--- src/robot_packet_checksum_verify_core_macros.svh ---
// Assertion macros for the packet checksum verifier.
// No dependencies; included by modules that carry concurrent checks.
`ifndef ROBOT_PACKET_CHECKSUM_VERIFY_CORE_MACROS_SVH
`define ROBOT_PACKET_CHECKSUM_VERIFY_CORE_MACROS_SVH

`ifndef SYNTHESIS
// same-cycle implication
`define RPCV_ASSERT_IMP(lbl, clk, rstn, ante, cons) \
    lbl: assert property (@(posedge clk) disable iff (!(rstn)) (ante) |-> (cons)) \
        else $error("rpcv: implication check failed");
// next-cycle implication
`define RPCV_ASSERT_NXT(lbl, clk, rstn, ante, cons) \
    lbl: assert property (@(posedge clk) disable iff (!(rstn)) (ante) |=> (cons)) \
        else $error("rpcv: next-cycle check failed");
`else
`define RPCV_ASSERT_IMP(lbl, clk, rstn, ante, cons)
`define RPCV_ASSERT_NXT(lbl, clk, rstn, ante, cons)
`endif

`endif

--- src/rpcv_pkg.sv ---
// Shared constants and result type for the packet checksum verifier.
// No dependencies.
package rpcv_pkg;

    localparam int MAX_PACKET_BYTES_DEF = 512;
    localparam int LEN_POS              = 2;
    localparam int ID_POS               = 3;
    localparam int MIN_PACKET_BYTES     = 6;
    localparam int OUT_DATA_W           = 32;

    // packed low to high: checksum_ok, too_short, computed_sum, packet_id
    typedef struct packed {
        logic [7:0]  packet_id;
        logic [15:0] computed_sum;
        logic        too_short;
        logic        checksum_ok;
    } rpcv_result_t;

endpackage

--- src/robot_packet_checksum_verify_core.sv ---
// Packet checksum verifier: per-byte 16-bit word sum and trailer compare.
// Depends on rpcv_pkg and robot_packet_checksum_verify_core_macros.svh.
// An accepted last byte passes the input register, then the result register.
// Throughput: one byte per cycle while the result output is not stalled.
// Reset: asynchronous, clears the packet state and both valid flags.
`include "robot_packet_checksum_verify_core_macros.svh"

module robot_packet_checksum_verify_core #(
    parameter int MAX_PACKET_BYTES = rpcv_pkg::MAX_PACKET_BYTES_DEF
) (
    input  logic        clk,
    input  logic        rst_n,
    input  logic        s_axis_tvalid,
    output logic        s_axis_tready,
    input  logic [7:0]  s_axis_tdata,   // [7:0] data_byte
    input  logic        s_axis_tlast,   // last_byte
    output logic        m_axis_tvalid,
    input  logic        m_axis_tready,
    output logic [rpcv_pkg::OUT_DATA_W-1:0] m_axis_tdata
    // m_axis_tdata: [0] checksum_ok, [1] too_short, [17:2] computed_sum,
    //               [25:18] packet_id, [31:26] zero
);
    import rpcv_pkg::*;

    localparam int POS_W = $clog2(MAX_PACKET_BYTES + 1);
    localparam int CMP_W = POS_W + 8;
    localparam logic [POS_W-1:0] POS_MAX   = POS_W'(MAX_PACKET_BYTES);
    localparam logic [POS_W-1:0] POS_LEN   = POS_W'(LEN_POS);
    localparam logic [POS_W-1:0] POS_ID    = POS_W'(ID_POS);
    localparam logic [POS_W-1:0] POS_SHORT = POS_W'(MIN_PACKET_BYTES - 1);

    // input register
    logic       in_valid_reg;
    logic [7:0] in_byte_reg;
    logic       in_last_reg;

    // packet state
    logic [POS_W-1:0] pos_reg, pos_next;
    logic [7:0]       count_reg, count_next;
    logic [15:0]      sum_reg, sum_next;
    logic [7:0]       held_reg, held_next;
    logic             pend_reg, pend_next;
    logic [7:0]       prev_reg, prev_next;
    logic [7:0]       id_reg, id_next;

    // result register
    logic         res_valid_reg;
    rpcv_result_t res_reg, res_next;

    logic             advance;
    logic [CMP_W-1:0] pos_ext, cnt_ext;
    logic             in_region, word_open;
    logic [7:0]       id_cur;
    logic [15:0]      sum_cur, sum_final, trailer;
    logic             short_pkt;

    assign advance       = in_valid_reg && (!res_valid_reg || m_axis_tready);
    assign s_axis_tready = !in_valid_reg || advance;
    assign m_axis_tvalid = res_valid_reg;
    assign m_axis_tdata  = OUT_DATA_W'(res_reg);

    assign pos_ext   = {8'd0, pos_reg};
    assign cnt_ext   = {{POS_W{1'b0}}, count_reg};
    assign in_region = (pos_reg >= POS_ID) && (pos_reg < POS_MAX) && (pos_ext <= cnt_ext);
    assign word_open = pos_ext < cnt_ext;

    always_comb
    begin
        count_next = (pos_reg == POS_LEN) ? in_byte_reg : count_reg;
        id_cur     = (pos_reg == POS_ID) ? in_byte_reg : id_reg;
        sum_cur    = sum_reg;
        held_next  = held_reg;
        pend_next  = pend_reg;
        if (in_region)
        begin
            if (pend_reg)
            begin
                sum_cur   = sum_reg + {held_reg, in_byte_reg};
                pend_next = 1'b0;
                held_next = 8'd0;
            end
            else if (word_open)
            begin
                held_next = in_byte_reg;
                pend_next = 1'b1;
            end
            else
            begin
                sum_cur = sum_reg ^ {8'd0, in_byte_reg};
            end
        end

        sum_final = pend_next ? (sum_cur + {held_next, 8'd0}) : sum_cur;
        trailer   = {prev_reg, in_byte_reg};
        short_pkt = pos_reg < POS_SHORT;

        res_next.checksum_ok  = !short_pkt && (sum_final == trailer);
        res_next.too_short    = short_pkt;
        res_next.computed_sum = sum_final;
        res_next.packet_id    = (pos_reg >= POS_ID) ? id_cur : 8'd0;

        if (in_last_reg)
        begin
            pos_next   = '0;
            count_next = 8'd0;
            sum_next   = 16'd0;
            held_next  = 8'd0;
            pend_next  = 1'b0;
            prev_next  = 8'd0;
            id_next    = 8'd0;
        end
        else
        begin
            pos_next  = (pos_reg < POS_MAX) ? pos_reg + 1'b1 : pos_reg;
            sum_next  = sum_cur;
            prev_next = in_byte_reg;
            id_next   = id_cur;
        end
    end

    always_ff @(posedge clk or negedge rst_n)
    begin
        if (!rst_n)
        begin
            in_valid_reg  <= 1'b0;
            res_valid_reg <= 1'b0;
            pos_reg       <= '0;
            count_reg     <= 8'd0;
            sum_reg       <= 16'd0;
            held_reg      <= 8'd0;
            pend_reg      <= 1'b0;
            prev_reg      <= 8'd0;
            id_reg        <= 8'd0;
        end
        else
        begin
            if (s_axis_tready)
                in_valid_reg <= s_axis_tvalid;
            if (advance)
            begin
                pos_reg   <= pos_next;
                count_reg <= count_next;
                sum_reg   <= sum_next;
                held_reg  <= held_next;
                pend_reg  <= pend_next;
                prev_reg  <= prev_next;
                id_reg    <= id_next;
            end
            if (advance)
                res_valid_reg <= in_last_reg;
            else if (m_axis_tready)
                res_valid_reg <= 1'b0;
        end
    end

    always_ff @(posedge clk)
    begin
        if (s_axis_tready && s_axis_tvalid)
        begin
            in_byte_reg <= s_axis_tdata;
            in_last_reg <= s_axis_tlast;
        end
        if (advance && in_last_reg)
            res_reg <= res_next;
    end

    `RPCV_ASSERT_IMP(a_pend_after_id, clk, rst_n, pend_reg, pos_reg > POS_ID)
    `RPCV_ASSERT_NXT(a_clear_on_last, clk, rst_n, advance && in_last_reg,
        pos_reg == '0 && !pend_reg && sum_reg == 16'd0)
    `RPCV_ASSERT_IMP(a_short_not_ok, clk, rst_n, res_valid_reg && res_reg.too_short,
        !res_reg.checksum_ok)
    `RPCV_ASSERT_NXT(a_in_hold, clk, rst_n, in_valid_reg && !advance,
        in_valid_reg && $stable(in_byte_reg))

endmodule
--- config.mk ---
export PLATFORM = sky130hd
export DESIGN_NAME = robot_packet_checksum_verify_core
export DESIGN_NICKNAME = d
export VERILOG_FILES = /design/src/rpcv_pkg.sv /design/src/robot_packet_checksum_verify_core.sv
export VERILOG_INCLUDE_DIRS = /design/src /design/src/src
export SDC_FILE = /design/constraint.sdc
export NUM_CORES = 1
export LEC_CHECK = 0
export ABC_AREA = 1
export BUFFER_PORTS_ARGS = -buffer_cell sky130_fd_sc_hd__buf_2
export CAP_MARGIN = 0
export CORE_ASPECT_RATIO = 2
export CORE_UTILIZATION = 60
export CTS_CLUSTER_SIZE = 8
export DETAILED_ROUTE_END_ITERATION = 6
export PLACE_DENSITY = 0.76
export SKIP_CTS_REPAIR_TIMING = 1
export SLEW_MARGIN = 10
export SYNTH_ARGS = -nofsm -noshare
export SYNTH_HDL_FRONTEND = slang
export SYNTH_SLANG_ARGS = --single-unit
--- constraint.sdc ---
create_clock -name clk -period 5.2 [get_ports clk]
set_clock_uncertainty 0.2 [all_clocks]
set_input_delay 1.04 -clock clk [delete_from_list [all_inputs] [get_ports clk]]
set_output_delay 1.04 -clock clk [all_outputs]
set_load 0.05 [all_outputs]
==> impl_metrics.toml <==
[yosys]
ys_seq_area_share_pct = 42.6
synth_cells = 775
ys_types = 45
ys_warn_count = 0
synth_seq_cells = 96
synth_edf_count = 35
synthArstFlopShare_pct = 63.5
avgSynthCellArea_sq_um = 7.81
ys.flop_type = "dfrtp_1"
synthesis.area_sq_mm = 0.00605

[worst_setup_path]
crit_chain = "ha_1 -> fa_1 -> nand3_1 -> nand3_1 -> nand4_1 -> nand2_1 -> xnor2_1 -> nand2_1 -> o21ai_1 -> inv_1 -> ha_1 -> fa_1 -> nand3_1 -> nand2_1 -> a21oi_1 -> o21ai_0 -> xor2_1 -> nand2_1 -> nand2_1 -> nand2_1 -> nand2_1 -> nor2_1 -> nand3_1 -> nor2_1"
cp_top_family = "adder cells"
crit_buf_inv = 1
worst-path-max-fanout = 5
cpMostUsedCell = "nand2_1"
worstSetupPathType = "reg -> reg"
max_stage_delay_ns = 0.51
required_ns = 5.21
endpoint_kind = "flop"
slowest_stage = "edfxtp_1"
arrival_ns = 4.37
worstSetupStartpointType = "flop"

[cells_and_area]
drive_above_1_share_pct = 11.3
diodes = 0
area_delta_synth_final_pct = 10.0
largest_register_ff_count = 26
fin_util_pct = 68.2
fin_nets = 863

[clock_tree]
h-tree-depth = 3
clk_root_buffer_cell = "clkbuf_16"
clk_latency_ns = 0.35
path_clk_slew_ns = 0.07
cts.sinks = 96
cts_tree = "yes"
cts_buffer_depth = 2
cts_buffers = 9

[pwr]
powerDensity_mw_per_mm2 = 505
p_leak_uw = 0.00346
vdd_drop_max_mv = 0.288

[routing]
antenna_left = 0
num_vias = 5437
drt_iter0_drc = 425
first_pass_iters = 7
vias_per_cell = 5.71
routedWlPerCell_microns = 17.8
totalWireLength_microns = 17000
drc = 0

[timing]
slew_viol_final = 0
hold_viol = 0
maxSlewHeadroom_pct = 19.2
finalCritPeriodShare_pct = 83.8
tightest_slew_ns = 1.20
clock.fmax_ghz = 0.230
holdWs_ns = 0.299
period_minus_slack_ns = 4.36
setup_viol = 0
fin_ws_ns = 0.843
grt_setup_unrepaired = "false"
setup_tns_ns = 0

[floorplanning]
die_w_microns = 73.0
placementRows = 51
die-area_sq_mm = 0.0105
core_sq_mm = 0.00976
pin_count = 47
start_util_pct = 62.0
dieHeight_microns = 144

[grt]
overflow = 0
antenna_found_initial = 0
grt_max_degree = 40
grt_usage_pct = 34.5
grt_pass1_vias = 5360
grt_first_pass_wirelength_microns = 26400

[placement]
gp_congestion = 1.07
hpwl_microns = 13100
dp_slack_ns = 0.911
port_buffers = 40

[worst_hold_path]
hp-class = "reg -> reg"

[flow_run]
maxCapViolations = 0

[run_status]
status = "finished, final reports clean"
stage by stage:
stage / power, uW / cells / cell area [sq um]
floorplan: 2290 / 780 / 6070
global placement: 2660 / 936 / 6370
detailed placement: 2690 / 936 / 6370
CTS: 3350 / 952 / 6660
global route: 3590 / 952 / 6660
finish: 3370 / 952 / 6660
cells by family (layout without fill, tap and decap cells):
group	count (synthesis)	count (layout)	synth area share, %
AO/OA/AOI/OAI	125	125	12.0
XOR/XNOR	8	8	1.16
adder cells (fa/ha/maj)	35	35	7.48
buffers and inverters	149	189	9.94
flip-flops	96	96	42.6
other	1	6	0.0619
AND/OR/NAND/NOR	361	361	26.8
worst reg2reg max path: cells and delay by family, from the launching register on:
family	cells	cell delay, ns
xor gates and xnor gates	2	0.35
adders and majority gates	4	1.47
buffers and inverters	1	0.07
DFF	1	0.51
AOI/OAI and AO/OA	3	0.38
and+or+nand+nor	14	1.25
Yosys cell counts, types with 7 or more instances:
cell / n / share of area (%)
nand2_1: 200 / 12
inv_1: 121 / 7.5
nor2_1: 72 / 4.5
dfrtp_1: 61 / 25
nand3_1: 48 / 4.0
a21oi_1: 42 / 3.5
o21ai_0: 38 / 3.1
edfxtp_1: 35 / 17
ha_1: 33 / 6.8
o22ai_1: 22 / 2.3
clkbuf_1: 11 / 0.68
nand4_1: 9 / 0.93
a22o_1: 8 / 1.2
nor3_1: 8 / 0.66
buf_4: 7 / 0.87
path summary, 6_finish.rpt:
check	from	end	slack [ns]	cells after the start
worst max-delay path	in_byte_reg[0]$_DFFE_PP_	m_axis_tdata[0]$_DFFE_PP_	0.84	24
worst min-delay path	count_reg[2]$_DFFE_PN0P_	count_reg[2]$_DFFE_PN0P_	0.30	2
worst max register to register	in_byte_reg[0]$_DFFE_PP_	m_axis_tdata[0]$_DFFE_PP_	0.84	24
worst min register to register	count_reg[2]$_DFFE_PN0P_	count_reg[2]$_DFFE_PN0P_	0.30	2
max in group asynchronous	rst_n	count_reg[4]$_DFFE_PN0P_	3.31	2
min in group asynchronous	rst_n	sum_reg[2]$_DFFE_PN0P_	0.63	1
per-layer routing:
layer / up-vias / track usage [%] / part of all wire, %
met2: 207 / 61.4 / 53
li1: 2607 / - / -
met1: 2546 / 35.4 / 35
met3: 77 / 4.74 / 4.2
met5: - / 0 / 0
met4: 0 / 26.1 / 7.9
cells in the final DEF, fill, tap and decap left out, drive strengths merged:
| cell type | n |
|---|---|
| a21o | 4 |
| o31ai | 1 |
| a22o | 8 |
| clkinvlp | 1 |
| nand4 | 11 |
| nor2 | 75 |
| nand3 | 56 |
| o21ai | 41 |
| a21boi | 1 |
| or2 | 3 |
| a41oi | 1 |
| clkinv | 4 |
| dfrtp | 61 |
| xnor2 | 3 |
| buf | 46 |
| ha | 33 |
| xor2 | 5 |
| a31oi | 2 |
| nor3 | 8 |
| conb | 6 |
| inv | 129 |
| nand2 | 207 |
| o211ai | 1 |
| clkbuf | 9 |
| a21oi | 43 |
| o22ai | 22 |
| edfxtp | 35 |
| fa | 2 |
| a211oi | 1 |
| nor4 | 1 |
area by class of cell:
class / count / area, sq um
Fill cell: 873 / 3100
Multi-Input combinational cell: 535 / 2900
Sequential cell: 96 / 2580
Inverter: 127 / 482
Timing Repair Buffer: 46 / 245
Clock buffer: 9 / 225
Tap cell: 132 / 165
Clock inverter: 7 / 71.3
report_power, final:
part / total [uW] / internal [uW] / leakage, uW / switching (uW)
clock network: 659 / 339 / 0.000144 / 320
logic: 1640 / 499 / 0.00216 / 1140
registers: 1070 / 949 / 0.00116 / 117
total: 3370 / 1790 / 0.00346 / 1580
Power figures use the tool's default switching activity.
